===== src/rtl/mtm_pkg.sv =====
// Shared constants, types and lookup functions for the MUS to MIDI transcoder.
`default_nettype none

package mtm_pkg;

  localparam int DELAY_BITS = 32;
  localparam int VLQ_GROUPS = (DELAY_BITS + 6) / 7;
  localparam int VLQ_PAD    = VLQ_GROUPS * 7;
  localparam int VLQ_CW     = $clog2(VLQ_GROUPS + 1);
  localparam int TAIL_LEN   = 7;
  localparam int TAIL_CW    = $clog2(TAIL_LEN + 1);

  localparam logic [2:0] KIND_NOTE_OFF = 3'd0;
  localparam logic [2:0] KIND_NOTE_ON  = 3'd1;
  localparam logic [2:0] KIND_BEND     = 3'd2;
  localparam logic [2:0] KIND_SYSTEM   = 3'd3;
  localparam logic [2:0] KIND_CONTROL  = 3'd4;
  localparam logic [2:0] KIND_FINISH   = 3'd6;

  localparam logic [3:0] ST_NOTE_OFF = 4'h8;
  localparam logic [3:0] ST_NOTE_ON  = 4'h9;
  localparam logic [3:0] ST_CTRL     = 4'hB;
  localparam logic [3:0] ST_PROG     = 4'hC;
  localparam logic [3:0] ST_BEND     = 4'hE;

  localparam logic [7:0] META_MARK = 8'hFF;
  localparam logic [7:0] META_EOT  = 8'h2F;
  localparam logic [7:0] META_LEN  = 8'h00;

  localparam logic [4:0] SKIP_CHANNEL = 5'd9;
  localparam logic [3:0] PERC_SCORE   = 4'd15;
  localparam logic [3:0] PERC_MIDI    = 4'd9;
  localparam logic [6:0] VOL_RESET    = 7'd127;
  localparam logic [6:0] CTL_LIMIT    = 7'd10;

  typedef enum logic [3:0] {
    PH_DESC  = 4'b0001,
    PH_DATA1 = 4'b0010,
    PH_DATA2 = 4'b0100,
    PH_DELAY = 4'b1000
  } phase_t;

  typedef logic [7:0] byte_t;

  function automatic logic [6:0] ctl_number(input logic [3:0] c);
    logic [6:0] r;
    case (c)
      4'd1:    r = 7'd0;
      4'd2:    r = 7'd1;
      4'd3:    r = 7'd7;
      4'd4:    r = 7'd10;
      4'd5:    r = 7'd11;
      4'd6:    r = 7'd91;
      4'd7:    r = 7'd93;
      4'd8:    r = 7'd64;
      4'd9:    r = 7'd67;
      default: r = 7'd0;
    endcase
    return r;
  endfunction

  function automatic logic [6:0] sys_controller(input logic [6:0] s);
    logic [6:0] r;
    case (s)
      7'd10:   r = 7'd120;
      7'd11:   r = 7'd123;
      7'd14:   r = 7'd121;
      default: r = 7'd0;
    endcase
    return r;
  endfunction

endpackage

`default_nettype wire


===== src/rtl/mtm_in_if.sv =====
// Score byte channel: valid/ready handshake with byte and last flag.
`default_nettype none

interface mtm_in_if;
  logic       valid;
  logic       ready;
  logic [7:0] score_byte;
  logic       score_last;

  modport source (output valid, output score_byte, output score_last, input ready);
  modport sink (input valid, input score_byte, input score_last, output ready);
endinterface

`default_nettype wire


===== src/rtl/mtm_out_if.sv =====
// MIDI byte channel: valid/ready handshake with byte and run markers.
`default_nettype none

interface mtm_out_if;
  logic       valid;
  logic       ready;
  logic [7:0] midi_byte;
  logic       run_last;
  logic       track_done;

  modport source (output valid, output midi_byte, output run_last, output track_done,
                  input ready);
  modport sink (input valid, input midi_byte, input run_last, input track_done,
                output ready);
endinterface

`default_nettype wire


===== src/rtl/mus_to_midi_event_transcoder.sv =====
// MUS score to MIDI track-body transcoder: parser, channel map and byte serializer.
// Latency: the first MIDI byte of an item is valid the cycle after the item is taken.
// Throughput: one MIDI byte per cycle while out_chan.ready is high; an item yields 0 to 12 bytes.
// An item with no bytes leaves the input ready for the next; otherwise the next item is taken on the last byte.
// Reset (rst_n low, synchronous): parser to descriptor phase, channel 15 mapped to 9,
// all volumes 127, delays cleared; no clearing pass is needed.
`default_nettype none

module mus_to_midi_event_transcoder
  import mtm_pkg::*;
(
  input  wire logic  clk,
  input  wire logic  rst_n,
  mtm_in_if.sink     in_chan,
  mtm_out_if.source  out_chan
);

  phase_t                phase_r, phase_nxt;
  logic [2:0]            kind_r, kind_nxt;
  logic [3:0]            sch_r, sch_nxt;
  logic                  follows_r, follows_nxt;
  logic [7:0]            first_r, first_nxt;
  logic [3:0]            map_r [16];
  logic [15:0]           mapped_r;
  logic [6:0]            vol_r [16];
  logic [4:0]            nfree_r, nfree_nxt;
  logic [DELAY_BITS-1:0] pend_r, pend_nxt;
  logic [DELAY_BITS-1:0] gath_r, gath_nxt;
  logic                  finished_r, finished_nxt;

  logic [VLQ_PAD-1:0]    vlq_val_r;
  logic [VLQ_CW-1:0]     vlq_left_r;
  byte_t                 tail_r [TAIL_LEN];
  logic [TAIL_CW-1:0]    tail_left_r;
  logic                  done_r;

  logic                  map_we;
  logic [3:0]            map_idx;
  logic [3:0]            map_val;
  logic                  vol_we;
  logic [6:0]            vol_val;

  logic                  msg;
  logic                  len3;
  byte_t                 m0, m1, m2;
  logic                  fin;
  logic                  emit;
  logic [DELAY_BITS-1:0] pend_sum;
  logic [DELAY_BITS-1:0] gshift;
  logic [6:0]            sys_c;
  logic [6:0]            ctl_c;
  logic [4:0]            nf_use;

  byte_t                 tail_v [TAIL_LEN];
  logic [TAIL_CW-1:0]    tail_n;
  logic [VLQ_PAD-1:0]    vlq_pad;
  logic [VLQ_CW-1:0]     vlq_n;

  logic                  in_fire;
  logic                  busy;
  logic                  out_fire;
  logic                  run_last;
  logic [VLQ_CW-1:0]     vlq_idx;
  logic [6:0]            grp;

  logic [3:0]            ch;
  byte_t                 b;

  assign b        = in_chan.score_byte;
  assign ch       = map_r[sch_r];
  assign busy     = (vlq_left_r != '0) || (tail_left_r != '0);
  assign run_last = (vlq_left_r == '0) && (tail_left_r == TAIL_CW'(1));
  assign out_fire = out_chan.valid && out_chan.ready;
  assign in_chan.ready = !busy || (out_fire && run_last);
  assign in_fire  = in_chan.valid && in_chan.ready;

  // parse one score byte
  always_comb begin
    phase_nxt    = phase_r;
    kind_nxt     = kind_r;
    sch_nxt      = sch_r;
    follows_nxt  = follows_r;
    first_nxt    = first_r;
    nfree_nxt    = nfree_r;
    gath_nxt     = gath_r;
    pend_sum     = pend_r;
    map_we       = 1'b0;
    map_idx      = b[3:0];
    map_val      = 4'd0;
    vol_we       = 1'b0;
    vol_val      = b[6:0];
    msg          = 1'b0;
    len3         = 1'b1;
    m0           = '0;
    m1           = '0;
    m2           = '0;
    fin          = 1'b0;
    sys_c        = sys_controller(b[6:0]);
    ctl_c        = ctl_number(first_r[3:0]);
    gshift       = DELAY_BITS'({gath_r, b[6:0]});
    nf_use       = (nfree_r == SKIP_CHANNEL) ? nfree_r + 5'd1 : nfree_r;

    if (in_fire && !finished_r) begin
      case (phase_r)
        PH_DESC: begin
          follows_nxt = b[7];
          kind_nxt    = b[6:4];
          sch_nxt     = b[3:0];
          if (b[6:4] == KIND_FINISH) begin
            fin = 1'b1;
          end else begin
            if (!mapped_r[b[3:0]]) begin
              map_we    = 1'b1;
              map_val   = nf_use[3:0];
              nfree_nxt = nf_use + 5'd1;
            end
            if (b[6:4] <= KIND_CONTROL) begin
              phase_nxt = PH_DATA1;
            end else if (b[7]) begin
              phase_nxt = PH_DELAY;
              gath_nxt  = '0;
            end else begin
              phase_nxt = PH_DESC;
            end
          end
        end
        PH_DATA1: begin
          first_nxt = b;
          if (kind_r == KIND_NOTE_OFF) begin
            msg = 1'b1;
            m0  = {ST_NOTE_OFF, ch};
            m1  = {1'b0, b[6:0]};
          end else if (kind_r == KIND_NOTE_ON) begin
            if (!b[7]) begin
              msg = 1'b1;
              m0  = {ST_NOTE_ON, ch};
              m1  = {1'b0, b[6:0]};
              m2  = {1'b0, vol_r[sch_r]};
            end
          end else if (kind_r == KIND_BEND) begin
            msg = 1'b1;
            m0  = {ST_BEND, ch};
            m1  = {1'b0, b[0], 6'd0};
            m2  = {1'b0, b[7:1]};
          end else if (kind_r == KIND_SYSTEM) begin
            if (sys_c != 7'd0) begin
              msg = 1'b1;
              m0  = {ST_CTRL, ch};
              m1  = {1'b0, sys_c};
            end
          end
          if ((kind_r == KIND_CONTROL) || ((kind_r == KIND_NOTE_ON) && b[7])) begin
            phase_nxt = PH_DATA2;
          end else if (follows_r) begin
            phase_nxt = PH_DELAY;
            gath_nxt  = '0;
          end else begin
            phase_nxt = PH_DESC;
          end
        end
        PH_DATA2: begin
          if (kind_r == KIND_NOTE_ON) begin
            vol_we = 1'b1;
            msg    = 1'b1;
            m0     = {ST_NOTE_ON, ch};
            m1     = {1'b0, first_r[6:0]};
            m2     = {1'b0, b[6:0]};
          end else if (first_r[6:0] == 7'd0) begin
            msg  = 1'b1;
            len3 = 1'b0;
            m0   = {ST_PROG, ch};
            m1   = {1'b0, b[6:0]};
          end else if (first_r[6:0] < CTL_LIMIT) begin
            msg = 1'b1;
            m0  = {ST_CTRL, ch};
            m1  = {1'b0, ctl_c};
            m2  = {1'b0, b[6:0]};
          end
          if (follows_r) begin
            phase_nxt = PH_DELAY;
            gath_nxt  = '0;
          end else begin
            phase_nxt = PH_DESC;
          end
        end
        PH_DELAY: begin
          if (b[7]) begin
            gath_nxt = gshift;
          end else begin
            pend_sum  = pend_r + gshift;
            gath_nxt  = '0;
            phase_nxt = PH_DESC;
          end
        end
        default: begin
          phase_nxt = PH_DESC;
        end
      endcase
      if (in_chan.score_last) begin
        fin = 1'b1;
      end
    end

    emit         = msg || fin;
    pend_nxt     = emit ? '0 : pend_sum;
    finished_nxt = finished_r || fin;
  end

  // build the byte run: delay quantity, then message and end-of-track bytes
  always_comb begin
    for (int i = 0; i < TAIL_LEN; i++) begin
      tail_v[i] = '0;
    end
    tail_n = TAIL_CW'(3);
    if (msg) begin
      tail_v[0] = m0;
      tail_v[1] = m1;
      if (len3) begin
        tail_v[2] = m2;
        if (fin) begin
          tail_v[3] = META_LEN;
          tail_v[4] = META_MARK;
          tail_v[5] = META_EOT;
          tail_v[6] = META_LEN;
        end
        tail_n = fin ? TAIL_CW'(7) : TAIL_CW'(3);
      end else begin
        if (fin) begin
          tail_v[2] = META_LEN;
          tail_v[3] = META_MARK;
          tail_v[4] = META_EOT;
          tail_v[5] = META_LEN;
        end
        tail_n = fin ? TAIL_CW'(6) : TAIL_CW'(2);
      end
    end else begin
      tail_v[0] = META_MARK;
      tail_v[1] = META_EOT;
      tail_v[2] = META_LEN;
    end

    vlq_pad = VLQ_PAD'(pend_sum);
    vlq_n   = VLQ_CW'(1);
    for (int g = 0; g < VLQ_GROUPS; g++) begin
      if (vlq_pad[g*7 +: 7] != 7'd0) begin
        vlq_n = VLQ_CW'(g + 1);
      end
    end
  end

  // select the current delay group
  always_comb begin
    vlq_idx = vlq_left_r - VLQ_CW'(1);
    grp     = '0;
    for (int g = 0; g < VLQ_GROUPS; g++) begin
      if (VLQ_CW'(g) == vlq_idx) begin
        grp = vlq_val_r[g*7 +: 7];
      end
    end
  end

  assign out_chan.valid      = busy;
  assign out_chan.midi_byte  = (vlq_left_r != '0) ? {(vlq_left_r > VLQ_CW'(1)), grp}
                                                   : tail_r[0];
  assign out_chan.run_last   = run_last;
  assign out_chan.track_done = done_r && run_last;

  always_ff @(posedge clk) begin
    if (!rst_n) begin
      phase_r    <= PH_DESC;
      kind_r     <= '0;
      sch_r      <= '0;
      follows_r  <= 1'b0;
      first_r    <= '0;
      mapped_r   <= 16'h8000;
      for (int i = 0; i < 16; i++) begin
        map_r[i] <= (i == int'(PERC_SCORE)) ? PERC_MIDI : 4'd0;
        vol_r[i] <= VOL_RESET;
      end
      nfree_r    <= '0;
      pend_r     <= '0;
      gath_r     <= '0;
      finished_r <= 1'b0;
      vlq_left_r <= '0;
      tail_left_r <= '0;
      done_r     <= 1'b0;
    end else begin
      phase_r    <= phase_nxt;
      kind_r     <= kind_nxt;
      sch_r      <= sch_nxt;
      follows_r  <= follows_nxt;
      first_r    <= first_nxt;
      nfree_r    <= nfree_nxt;
      pend_r     <= pend_nxt;
      gath_r     <= gath_nxt;
      finished_r <= finished_nxt;
      if (map_we) begin
        map_r[map_idx]    <= map_val;
        mapped_r[map_idx] <= 1'b1;
      end
      if (vol_we) begin
        vol_r[sch_r] <= vol_val;
      end
      if (emit) begin
        vlq_left_r  <= vlq_n;
        tail_left_r <= tail_n;
        done_r      <= fin;
      end else if (out_fire) begin
        if (vlq_left_r != '0) begin
          vlq_left_r <= vlq_left_r - VLQ_CW'(1);
        end else begin
          tail_left_r <= tail_left_r - TAIL_CW'(1);
        end
      end
    end
  end

  always_ff @(posedge clk) begin
    if (emit) begin
      vlq_val_r <= vlq_pad;
      for (int i = 0; i < TAIL_LEN; i++) begin
        tail_r[i] <= tail_v[i];
      end
    end else if (out_fire && (vlq_left_r == '0)) begin
      for (int i = 0; i < TAIL_LEN - 1; i++) begin
        tail_r[i] <= tail_r[i+1];
      end
    end
  end

endmodule

`default_nettype wire


===== src/flat_wrapper.sv =====
// flat-port wrapper written by rule: the top's interface ports become plain ports
module mus_to_midi_event_transcoder_flat import mtm_pkg::*;
  (clk, rst_n, in_chan_valid, in_chan_score_byte, in_chan_score_last, in_chan_ready, out_chan_valid, out_chan_midi_byte, out_chan_run_last, out_chan_track_done, out_chan_ready);
  mtm_in_if in_chan_i ();
  mtm_out_if out_chan_i ();
  input  wire logic clk;
  input  wire logic rst_n;
  input wire logic [$bits(in_chan_i.valid)-1:0] in_chan_valid;
  input wire logic [$bits(in_chan_i.score_byte)-1:0] in_chan_score_byte;
  input wire logic [$bits(in_chan_i.score_last)-1:0] in_chan_score_last;
  output wire logic [$bits(in_chan_i.ready)-1:0] in_chan_ready;
  output wire logic [$bits(out_chan_i.valid)-1:0] out_chan_valid;
  output wire logic [$bits(out_chan_i.midi_byte)-1:0] out_chan_midi_byte;
  output wire logic [$bits(out_chan_i.run_last)-1:0] out_chan_run_last;
  output wire logic [$bits(out_chan_i.track_done)-1:0] out_chan_track_done;
  input wire logic [$bits(out_chan_i.ready)-1:0] out_chan_ready;
  assign in_chan_i.valid = in_chan_valid;
  assign in_chan_i.score_byte = in_chan_score_byte;
  assign in_chan_i.score_last = in_chan_score_last;
  assign in_chan_ready = in_chan_i.ready;
  assign out_chan_valid = out_chan_i.valid;
  assign out_chan_midi_byte = out_chan_i.midi_byte;
  assign out_chan_run_last = out_chan_i.run_last;
  assign out_chan_track_done = out_chan_i.track_done;
  assign out_chan_i.ready = out_chan_ready;
  mus_to_midi_event_transcoder u_core (.clk(clk), .rst_n(rst_n), .in_chan(in_chan_i), .out_chan(out_chan_i));
endmodule

===== config.mk =====
export PLATFORM = sky130hd
export DESIGN_NAME = mus_to_midi_event_transcoder_flat
export DESIGN_NICKNAME = d
export VERILOG_FILES = /design/src/rtl/mtm_pkg.sv /design/src/rtl/mtm_in_if.sv /design/src/rtl/mtm_out_if.sv /design/src/rtl/mus_to_midi_event_transcoder.sv /design/src/flat_wrapper.sv
export SDC_FILE = /design/constraint.sdc
export NUM_CORES = 1
export LEC_CHECK = 0
export BUFFER_PORTS_ARGS = -buffer_cell sky130_fd_sc_hd__buf_2
export CORE_AREA = 8 8 354 218
export CTS_BUF_LIST = sky130_fd_sc_hd__clkbuf_8
export DETAILED_ROUTE_END_ITERATION = 12
export DIE_AREA = 0 0 362 226
export PLACE_DENSITY_LB_ADDON = 0.1
export SETUP_SLACK_MARGIN = 0.2
export SLEW_MARGIN = 5
export SYNTH_ARGS = -nofsm -noshare
export SYNTH_HDL_FRONTEND = slang
export SYNTH_SLANG_ARGS = --single-unit

===== constraint.sdc =====
create_clock -name clk -period 10.5 [get_ports clk]
set_input_delay 2.1 -clock clk [delete_from_list [all_inputs] [get_ports clk]]
set_output_delay 2.1 -clock clk [all_outputs]
set_load 0.01 [all_outputs]

# Word level (Yosys, flattened, before mapping)
# Memories as Yosys holds them, arrays and structs flattened. A register that Yosys moved wholly into a read port is not among the register bits.
# Index checks and enable logic that the tools add are counted.
totals:
  wordCells: 241
  out_inout_bits: 12
  rom_bits: 96
  mem_bits_rw: 232
  in_bits: 13
  memories: 4
  register_bits: 144
classes:
  n_bitwise: 10
  eq_ne: 24
  n_reduce_logical: 40
  magnitude_cmp: 5
  n_mux: 139
  addsub: 5
mem_list:
  columns: ["name", "depth", "width", "read_ports", "rd_ports_with_merged_regs", "write_ports", "line", "rtl"]
  rows:
  - ["u_core.vol_r", 16, 7, 1, 1, 16, "mus_to_midi_event_transcoder.sv:25", "logic [6:0] vol_r [16];"]
  - ["(no name shown)", 16, 6, 1, 1, 0, "mtm_pkg.sv:47", "case (c)"]
  - ["u_core.map_r", 16, 4, 1, 1, 16, "mus_to_midi_event_transcoder.sv:23", "logic [3:0] map_r [16];"]
  - ["u_core.tail_r", 7, 8, 7, 0, 7, "mus_to_midi_event_transcoder.sv:33", "byte_t tail_r [TAIL_LEN];"]
ops:
  columns: ["operator", "count"]
  rows:
  - ["2-to-1 mux 32 bit", 11]
  - ["2-to-1 mux 8 bit", 29]
  - ["one-hot mux 32 bit (4 select lines)", 1]
  - ["2-to-1 mux 7 bit", 13]
  - ["2-to-1 mux 4 bit", 19]
  - ["2-to-1 mux 24 bit", 2]
  - ["one-hot mux 8 bit (2 select lines)", 3]
  - ["2-to-1 mux 1 bit", 41]
  - ["2-to-1 mux 3 bit", 12]
  - ["adder 32 bit", 1]
  - ["nonzero test 7 bit", 4]
  - ["== test 7 x 4 -> 1 bit (second input constant)", 3]
  - ["one-hot mux 7 bit (3 select lines)", 1]
  - ["bitwise OR 16 bit", 1]
  - ["one-hot mux 4 bit (4 select lines)", 1]
  - ["adder 5 x 1 -> 5 bit (second input constant)", 2]
  - ["!= test 2 bit (second input constant)", 5]
  - ["logical AND 1 bit", 9]
  - ["zero test 3 bit", 3]
  - ["AND reduction 2 bit", 4]
  - ["nonzero test 4 bit", 2]
  - ["zero test 7 bit", 1]
  - ["< comparator 7 x 4 -> 1 bit (second input constant)", 1]
  - ["OR reduction 7 bit", 1]
  - ["other kinds (33)", 53]

# Logic depth before layout (Yosys ltp)
# Gate-level depths: netlist (run 1).
depth:
  ltp_word: 14
  mapped_depth: 15
  ltp_nobuf: 13

# Least setup slack after synthesis (run 1)
# Ideal clock, no wire load.
synth_timing:
  path_kind: "input-to-reg"
  startpoint: "input port in_chan_score_byte[1]"
  endpoint: "register u_core.vlq_left_r[1]"
  path_stages: 15
  setup_time_ps: 92
  setup_slack_ps: 4728
  t_arrival_ps: 5679
  path_buffers: 3
  required_ps: 10408
  cell_sequence: "clkbuf_1 inv_1 clkbuf_1 clkbuf_1 fa_1 nor2b_1 o2111a_1 nor4_1 a311o_1 or4_1 nand4_1 nand3_1 a2111oi_4 nand2_1 o32ai_1"
synth_via:
  elab_chain_cells: 13
  elab_cells_between_ends: 29
  cone_classes: "1 x add/sub; 3 x eq/ne; 16 x mux; 9 x reduce/logical"
synth_rtl:
  columns: ["item", "line", "rtl"]
  rows:
  - ["from (decl)", "flat_wrapper.sv:9", "input wire logic [$bits(in_chan_i.score_byte)-1:0] in_chan_score_byte;"]
  - ["branches (longest 13 deep; another with adder 32 bit)", null, null]
  - ["to (signal assigned)", "mus_to_midi_event_transcoder.sv:305", "vlq_left_r <= vlq_n;"]
  - ["to (signal assigned)", "mus_to_midi_event_transcoder.sv:310", "vlq_left_r <= vlq_left_r - VLQ_CW'(1);"]
  - ["to (decl)", "mus_to_midi_event_transcoder.sv:32", "logic [VLQ_CW-1:0] vlq_left_r;"]
# Parallel ways; which one is timed is not known.
# A chain may end at the register's enable or synchronous reset.

# Worst setup path after layout (run 1)
layout_timing:
  startpoint: "input port in_chan_score_byte[0]"
  endpoint: "register u_core.vlq_left_r[1]"
# The elaborated chain is that of the path after synthesis.

==> impl_metrics.tcl, run 1 <==
set metrics [dict create \
    status "finished clean" \
    cts_setup_buffers 0 \
    die_width_um 362 \
    reg2reg_from "u_core.vlq_left_r[0]" \
    clk_pin_slew_ps 70 \
    grt_pass1_vias 12830 \
    cts_buffer_depth 3 \
    port_buffers 24 \
    ant_nets 0 \
    hpwl_mm 43.58 \
    vdd_drop_max_uv 85.49 \
    power_frac_seq_pct 44.5 \
    core_um2 72350 \
    fin_util_pct 27.95 \
    setup_viol 0 \
    synth-edff-count 236 \
    finalClockSkew_ps 37.21 \
    clock_latency_ps 700 \
    syn_area_per_cell_um2 10.61 \
    drive_above_1_share_pct 17.01 \
    synth_top_area_share_pct 39.75 \
    antenna_found_initial 3 \
    wire_per_inst_um 22.44 \
    yosysTopAreaCell "edfxtp_1" \
    crit_fanout 40 \
    areaGrowthSynthToFinish_pct 13.45 \
    register_area_um2 9394 \
    drv_slew 0 \
    start_util_pct 24.64 \
    drc_errors 0 \
    min_path_type "flip-flop to flip-flop" \
    async_flop_share_pct 0 \
    crit_required_ps 11090 \
    root_buffer "clkbuf_8" \
    postSynthCellCount 1681 \
    wirelength_mm 61.09 \
    nFillCells 7542 \
    p_switching_mw 1.334 \
    rows 77 \
    dieArea_um2 81810 \
    hold_viol 0 \
    vias 13280 \
    crit_end "u_core.vlq_left_r[1]" \
    total_power_mw 3.960 \
    holdWs_ps 437.3 \
    tightestPinTransition_ps 1224 \
    powerDensity_nw_per_um2 195.8 \
    grt_max_degree 58 \
    nets 1740 \
    period_minus_slack_ps 5462 \
    reg2reg_depth 8 \
    top_level_ports 25 \
    vias_per_cell 4.880 \
    worstReg2RegEnd "u_core.vol_r[12][0]" \
    ys_seq_area_share_pct 52.66 \
    crit_start "in_chan_score_byte[0]" \
    dr.pass1.iters 5 \
    cts_made_buffers 59 \
    gr-total-overflow 0 \
    clock_sinks 351 \
    cts_tree "done" \
    p_comb_share_pct 22.0 \
    endpoint_kind "flip-flop" \
    htree_levels 2 \
    switching_share_pct 33.70 \
    internal_power_mw 2.625 \
    yosys_warnings 0 \
    critPathArrivalTime_ps 6050 \
    reg2reg_slack_ps 5640 \
    routabilityCongestion 0.8138 \
    drv_cap 0 \
    fin_crit_sh_pct 52.02 \
    leakagePower_nw 6.569 \
    synth_area_um2 17830 \
    p_clk_share_pct 33.5 \
    hold_buffers 0 \
    final.setup.tns_ps 0 \
    ys_ff_latch 351 \
    track_usage_pct 14.74 \
    start_kind "primary input" \
    multiInputGateArea_um2 7893 \
    critPathKind "primary input to flip-flop" \
    placed_cells 2611 \
    rsz0062_at_grt "false" \
    max_freq_ghz 0.1831 \
    slew_headroom_pct 18.22 \
    syn_nets 1736 \
    drt_iter0_drc 1143 \
    die-height_um 226 \
    synth.distinct_cells 89 \
    cts_resized 0 \
    synth_area_leaders "edfxtp_1 (40%), dfxtp_1 (13%), mux4_2 (7.6%), nand2_1 (4.7%), nor2_1 (3.7%)" \
    grt_pass1_wl_mm 89.84 \
    synth_top_flop_cell "edfxtp_1" \
    fin_cells 2722 \
]
worst min-delay path by stage:
| stage | endpoint | depth (start not counted) | startpoint | slack [ps] |
|---|---|---|---|---|
| 2_1_floorplan | u_core.mapped_r[15] | 1 | u_core.mapped_r[15] | 400 |
| 3_3_place_gp | u_core.mapped_r[15] | 1 | u_core.mapped_r[15] | 430 |
| 3_5_place_dp | u_core.mapped_r[15] | 1 | u_core.mapped_r[15] | 420 |
| 4_1_cts | u_core.mapped_r[15] | 1 | u_core.mapped_r[15] | 440 |
| 5_1_grt | u_core.mapped_r[11] | 2 | u_core.mapped_r[11] | 450 |
| 6_report | u_core.mapped_r[15] | 1 | u_core.mapped_r[15] | 440 |
worst max-delay path, cell delays in order:
cell and delay [ps]:
buf_2 90, buf_4 410, ha_1 280, inv_1 60, fa_1 400, nor2b_1 170, o2111a_1 260, nor4_1 70
a311o_1 430, or4_1 630, nand4_1 130, nand3_1 120, a2111oi_4 480, nand2_1 100, o32ai_1 280
final cells by class:
type	count	area share, %
diodes	1	0.01237
clock buffers	72	4.899
clock inverters	38	1.305
inverters	33	0.6124
multi-input cells	1189	39.02
flip-flops and latches	351	46.45
well taps	987	6.106
repair buffers	51	1.596
registers in the layout, summed over array words and instances (netlist names), 4 cells and up, named ones only:
name,flops
u_core.gath_r,25
u_core.ctl_c,6
u_core.pend_r,32
u_core.mapped_r,16
u_core.map_r,64
u_core.sch_r,4
u_core.first_r,7
u_core.phase_r,4
u_core.nfree_r,5
u_core.tail_r,28
u_core.vlq_val_r,32
u_core.vol_r,112
cells in the final DEF, fill, tap and decap left out, types with 24 or more instances in the layout:
cell      synthesis  layout
dfxtp_1         115     113
nand2_1         222     222
buf_2            10      24
inv_1            31      52
a21oi_1         117     117
nand2b_1         33      33
ha_1             41      41
edfxtp_1        236     236
and3_1           29      29
mux4_2           60      60
nand3_1          67      67
clkbuf_8          0      72
buf_4             1      27
or2_2            64      64
o21ai_0          68      68
nor2_1          174     173
cells by family (layout without fill, tap and decap cells):
kind of cell / count (synthesis) / in the layout / synth area share, %
mux: 76 / 76 / 8.478
fa+ha+maj: 42 / 42 / 2.990
buf+inv: 141 / 194 / 3.186
xor+xnor: 26 / 26 / 1.277
other cells: 0 / 1 / 0
compound gates: 320 / 320 / 11.43
flops: 351 / 351 / 52.66
simple gates: 725 / 725 / 19.97
power by group through the flow:
| stage | combinational [mW] | sequential, mW | clock (mW) |
|---|---|---|---|
| 5_1_grt | 0.954 | 1.79 | 1.43 |
| 3_3_place_gp | 0.879 | 1.79 | 0 |
| 2_1_floorplan | 0.636 | 1.70 | 0 |
| 3_5_place_dp | 0.877 | 1.79 | 0 |
| 6_report | 0.870 | 1.76 | 1.33 |
| 4_1_cts | 0.881 | 1.77 | 1.37 |
per-stage QoR:
step / setup slack, ps / area, µm²
finish: 5038 / 20230
global route: 4847 / 20220
CTS: 5155 / 20220
detailed placement: 4419 / 18970
global placement: 4496 / 18970
floorplan: 4728 / 17830
synthesized netlist by cell type, types with 7 or more instances:
master	n
nand2_1	222
a21oi_1	117
xnor2_1	14
edfxtp_1	236
mux4_2	60
or3_1	17
nor4_1	7
buf_2	10
nor2_1	174
inv_1	31
nor3_1	24
nand3_1	67
or2_2	64
nor2b_1	14
a21o_1	10
dfxtp_1	115
buf_1	11
mux2i_1	16
nand4_1	21
o21ai_0	68
xor2_1	12
o21a_1	9
and3_1	29
nand2b_1	33
ha_1	41
a22oi_1	17
a31oi_1	16
o31ai_1	9
clkbuf_1	83
a211oi_1	7
per-layer routing:
layer / GRT usage, % / vias up / wire [µm]
met5: 0 / - / 0
met4: 2.904 / 0 / 859
met3: 3.222 / 64 / 3738
met2: 17.65 / 376 / 21300
met1: 25.24 / 6638 / 35190
li1: - / 6206 / -
Power figures use the tool's default switching activity.
==> run 2: changes to the inputs <==
clock period = 5.3 ns   (was 10.5 ns; I/O delays follow)
==> run 2 against run 1 <==
  * Power grew 95%
  * Sequential share of layout area shrank 0.14 points
  * First-iteration DRC count up 0.52%
  * Via count is 0.35% higher
  * Critical path depth down 7
  * Die area unchanged
  * Critical path type is now flip-flop to output pin
  * Largest cell class unchanged
==> impl_metrics.tcl, run 2 (synthesized netlist as in run 1, its figures left out) <==
set metrics [dict create \
    dieArea_um2 81810 \
    routabilityCongestion 0.8285 \
    grt_pass1_wl_mm 89.57 \
    path_cells "inv_1, ha_1, nor2b_1, a22oi_1, o21ai_0, mux2i_1, o22ai_1, buf_2" \
    crit_fanout 8 \
    reg2reg_from "u_core.vlq_left_r[0]" \
    rsz0062_at_grt "false" \
    min_path_type "flip-flop to flip-flop" \
    core_um2 72350 \
    reg2reg_slack_ps 1490 \
    nFillCells 7573 \
    cts_setup_buffers 0 \
    reg2reg_depth 12 \
    largest-register "u_core.vol_r" \
    min_to "u_core.mapped_r[11]" \
    drv_slew 0 \
    root_buffer "clkbuf_8" \
    final.setup.tns_ps 0 \
    layout_common_cells "edfxtp_1 (236), nand2_1 (222), nor2_1 (173)" \
    cts_resized 0 \
    wirelength_mm 61.08 \
    vias 13330 \
    port_buffers 24 \
    top_level_ports 25 \
    largest_reg_flops 112 \
    drc_errors 0 \
    endpoint_kind "output pin" \
    final_common_cell "edfxtp_1" \
    slew_headroom_pct 26.33 \
    drv_cap 0 \
    rows 77 \
    hold_buffers 0 \
    gr-total-overflow 0 \
    powerDensity_nw_per_um2 380.9 \
    antenna_found_initial 2 \
    leakagePower_nw 6.617 \
    cp_slowest_stage_delay_ps 560 \
    cts_made_buffers 58 \
    top_regs "u_core.vol_r: 112 flops, u_core.map_r: 64 flops" \
    crit_family "compound AO/OA/AOI/OAI gates" \
    fin_cells 2741 \
    critPathKind "flip-flop to output pin" \
    drive_above_1_share_pct 17.25 \
    total_power_mw 7.728 \
    hold_path_depth 2 \
    placed_cells 2630 \
    start_util_pct 24.64 \
    clock_latency_ps 690 \
    htree_levels 2 \
    clk_pin_slew_ps 70 \
    hpwl_mm 44.22 \
    grt_pass1_vias 12670 \
    areaGrowthSynthToFinish_pct 13.78 \
    wire_per_inst_um 22.28 \
    start_kind "flip-flop" \
    vdd_drop_max_uv 198.3 \
    route.met3.wl_mm 4.094 \
    hold_start "u_core.mapped_r[11]" \
    setup_viol 0 \
    slowest_stage "o21ai_0" \
    cts_tree "done" \
    clock_sinks 351 \
    wl_met1_mm 34.85 \
    ant_nets 0 \
    tightestPinTransition_ps 1105 \
    track_usage_pct 14.62 \
    vias_per_cell 4.863 \
    max_freq_ghz 0.2294 \
    drt_iter0_drc 1149 \
    die-height_um 226 \
    crit_required_ps 4240 \
    fin_crit_sh_pct 82.24 \
    status "finished clean" \
    met2WireLength_mm 21.30 \
    fin_util_pct 28.04 \
    hold_viol 0 \
    holdWs_ps 445.4 \
    period_minus_slack_ps 4359 \
    dr.pass1.iters 5 \
    critPathArrivalTime_ps 3300 \
    worstReg2RegEnd "u_core.vlq_left_r[1]" \
    top_layer_used "met4" \
    die_width_um 362 \
    grt_max_degree 61 \
    critPathBufInv 2 \
    nets 1758 \
    finalClockSkew_ps 20.91 \
    cts_buffer_depth 3 \
]
==> run 2: cell count changes in the layout (fill, tap and decap cells not counted), moves of 2 or more <==
cell	change
buf_4	+18
clkinv_1	+6
diode_2	+2
inv_1	+4
clkinv_2	-6
clkbuf_8	-5
==> run 2: worst register-to-register path: cells and delay by family, from the launching register on <==
family                   cells  cell delay (ps)
adder cells (fa/ha/maj)      1              180
AND/OR/NAND/NOR              6             2080
buffers and inverters        1              140
flip-flops                   1              380
AO/OA/AOI/OAI                4              920
==> run 2: layout make-up <==
class	count	area, µm²	area share (%)
Clock inverter	41	232.7	1.147
Timing Repair Buffer	70	478.0	2.356
Clock buffer	67	922.1	4.546
Tap cell	987	1235	6.088
Inverter	33	123.9	0.6106
Antenna cell	3	7.507	0.03701
Sequential cell	351	9394	46.31
Multi-Input combinational cell	1189	7893	38.91
==> run 2: through the flow <==
step	setup slack (ps)	instance area, µm²
global placement	764.4	19120
detailed placement	745.3	19120
global route	710.1	20280
floorplan	568.4	17830
finish	941.4	20290
CTS	865.3	20280
==> run 2: how the worst max path moves through the flow <==
stage                                      from                     to  slack [ps]  depth (start not counted)
after floorplan           in_chan_score_byte[1]   u_core.vlq_left_r[1]         570                         15
after global placement    in_chan_score_byte[0]   u_core.vlq_left_r[1]         760                         14
after detailed placement  in_chan_score_byte[0]   u_core.vlq_left_r[1]         750                         14
after CTS                  u_core.vlq_left_r[0]  out_chan_midi_byte[4]         870                          8
after global routing       u_core.vlq_left_r[0]  out_chan_midi_byte[4]         710                          8
final                      u_core.vlq_left_r[0]  out_chan_midi_byte[4]         940                          8
==> run 2: per-layer routing <==
metal  vias to the layer above  global-route usage (%)
met4                         0                   2.827
met2                       363                   17.43
met1                      6663                   25.06
met3                        62                   3.294
met5                         -                       0
li1                       6242                       -
==> run 2: power by group <==
group	switching, mW	internal, mW
clock	1.22	1.25
sequential	0.232	3.23
combinational	1.18	0.614
==> run 3: changes to the inputs <==
ABC_AREA = 1   (was unset)
CORE_AREA = 8 8 359 221   (was 8 8 354 218)
DIE_AREA = 0 0 367 229   (was 0 0 362 226)
clock period = 4.5 ns   (was 5.3 ns; I/O delays follow)
==> run 3 against run 2 <==
  * First-iteration DRC count rose by 34%
  * Sequential power rose by 16%
  * Clock skew rose by 26 ps
  * Area after synthesis rose by 2.5%
  * Highest routed layer is now met5
  * Non-clock buffer count did not move
  * Sequential cell count did not move
  * Critical path depth rose by 1
==> impl_metrics.tcl, run 3 <==
set metrics [dict create \
    cp_slowest_stage_delay_ps 450 \
    postSynthCellCount 2243 \
    cts_tree "done" \
    cts_setup_buffers 0 \
    critPathKind "flip-flop to output pin" \
    clock_latency_ps 700 \
    layout_common_cells "nand2_1 (590), inv_1 (282), nor2_1 (282)" \
    ant_nets 0 \
    start_util_pct 24.57 \
    grt_pass1_vias 14650 \
    track_usage_pct 15.86 \
    synth_top_flop_cell "edfxtp_1" \
    synth_area_leaders "edfxtp_1 (39%), dfxtp_1 (13%), nand2_1 (12%), nor2_1 (5.8%), inv_1 (5.4%)" \
    die-height_um 229 \
    cts_made_buffers 59 \
    core_um2 74370 \
    yosysMostFrequentCell "nand2_1" \
    dieArea_um2 84040 \
    syn_area_per_cell_um2 8.146 \
    yosys_warnings 0 \
    synth_top_area_share_pct 38.79 \
    ys_ff_latch 351 \
    die_width_um 367 \
    largest-register "u_core.vol_r" \
    vdd_drop_max_uv 210.6 \
    grt_max_degree 90 \
    setup_viol 0 \
    htree_levels 2 \
    fin_crit_sh_pct 87.29 \
    vias_per_cell 4.678 \
    rows 78 \
    slew_headroom_pct 34.98 \
    hpwl_mm 51.34 \
    wire_per_inst_um 20.59 \
    finalClockSkew_ps 46.68 \
    slowest_stage "nor3_2" \
    path_cells "inv_1, ha_1, xor2_2, nor3_2, nand2_1, a21oi_1, a211oi_1, o41ai_1, buf_2" \
    crit_start "u_core.vlq_left_r[0]" \
    critPathArrivalTime_ps 3030 \
    max_freq_ghz 0.2546 \
    hold_buffers 0 \
    areaGrowthSynthToFinish_pct 13.70 \
    grt_pass1_wl_mm 100.6 \
    dr.pass1.iters 7 \
    drv_slew 0 \
    cts_resized 1 \
    gr-total-overflow 0 \
    min_path_type "flip-flop to flip-flop" \
    vias 15590 \
    hold_start "u_core.mapped_r[15]" \
    crit_fanout 7 \
    period_minus_slack_ps 3928 \
    placed_cells 3222 \
    holdWs_ps 458.6 \
    drv_cap 0 \
    yosysTopAreaCell "edfxtp_1" \
    top_regs "u_core.vol_r: 112 flops, u_core.map_r: 64 flops" \
    drc_errors 0 \
    start_kind "flip-flop" \
    clock_sinks 351 \
    clk_pin_slew_ps 70 \
    final_common_cell "nand2_1" \
    synth_common_cells "nand2_1 (590), nor2_1 (284), inv_1 (261)" \
    powerDensity_nw_per_um2 476.5 \
    root_buffer "clkbuf_8" \
    fin_cells 3333 \
    drive_above_1_share_pct 9.949 \
    top_level_ports 25 \
    leakagePower_nw 7.957 \
    crit_required_ps 3600 \
    ys_seq_area_share_pct 51.39 \
    endpoint_kind "output pin" \
    port_buffers 24 \
    async_flop_share_pct 0 \
    synth-edff-count 236 \
    final.setup.tns_ps 0 \
    tightestPinTransition_ps 975.3 \
    hold_viol 0 \
    wirelength_mm 68.61 \
    largest_reg_flops 112 \
    routabilityCongestion 0.8617 \
    synth.distinct_cells 58 \
    syn_nets 2298 \
    synth_area_um2 18270 \
    reg2reg_from "u_core.vlq_left_r[0]" \
    nets 2338 \
    rsz0062_at_grt "false" \
    cts_buffer_depth 3 \
    antenna_found_initial 2 \
    drt_iter0_drc 1543 \
    status "finished clean" \
]
[run 3: cell types whose count changed after synthesis, sizes merged, moves of 33 or more]
cell,before,now
or2,65,20
nand2,224,598
inv,31,278
o21ai,74,166
mux4,60,0
nor2,174,298
nand2b,33,0
nand3,70,119
[run 3: cells by family (layout without fill, tap and decap cells)]
logic type	Yosys count	in the layout	share of synthesized area, %
buf+inv	373	462	8.122
fa+ha+maj	42	42	2.917
simple gates	1077	1077	24.40
xor+xnor	11	11	0.5273
other cells	0	1	0
flops	351	351	51.39
compound gates	389	389	12.65
[run 3: path summary, 6_finish.rpt]
path,slack (ps),endpoint,cells past startpoint
setup reg to reg,920,u_core.map_r[8][2],14
setup / recovery,570,out_chan_midi_byte[6],9
hold reg to reg,460,u_core.mapped_r[15],2
hold / removal,460,u_core.mapped_r[15],2
[run 3: final cells by class]
| cell class | count | area, µm² |
|---|---|---|
| Timing Repair Buffer | 70 | 503.0 |
| Inverter | 282 | 1062 |
| Multi-Input combinational cell | 1519 | 7416 |
| Clock inverter | 42 | 212.7 |
| Clock buffer | 68 | 935.9 |
| Tap cell | 1000 | 1251 |
| Antenna cell | 1 | 2.502 |
| Fill cell | 8099 | 53590 |
| Sequential cell | 351 | 9392 |
[run 3: worst max-delay path: cells and delay by family (launching register included)]
kind / cells / cell delay (ps)
AO/OA/AOI/OAI: 3 / 610
XOR/XNOR: 1 / 190
adder cells (fa/ha/maj): 1 / 230
buffers and inverters: 2 / 320
flip-flops: 1 / 410
AND/OR/NAND/NOR: 2 / 580
[run 3: power by group]
part	internal (mW)	switching, mW	total, mW
clock	1.44	1.42	2.85
sequential	3.79	0.236	4.03
combinational	0.816	2.20	3.02
total	6.05	3.85	9.90
[run 3: stage by stage]
stage | power [mW] | util (%) | cell area (µm²) | setup slack [ps]
floorplan | 5.862 | - | 18270 | 1096
global placement | 7.106 | 26.37 | 19610 | 677.6
detailed placement | 7.072 | 26.37 | 19610 | 640.6
CTS | 9.978 | 27.92 | 20760 | 251.5
global route | 10.46 | 27.94 | 20770 | 245.9
finish | 9.899 | 27.94 | 20770 | 572.0
[run 3: routing by layer]
layer / share of wire (%) / track usage, % / vias to the layer above
met5: 0.22 / 1.340 / -
met4: 1.2 / 2.807 / 2
met3: 9.5 / 4.562 / 67
met2: 33 / 17.80 / 530
met1: 56 / 27.46 / 7450
li1: - / - / 7544
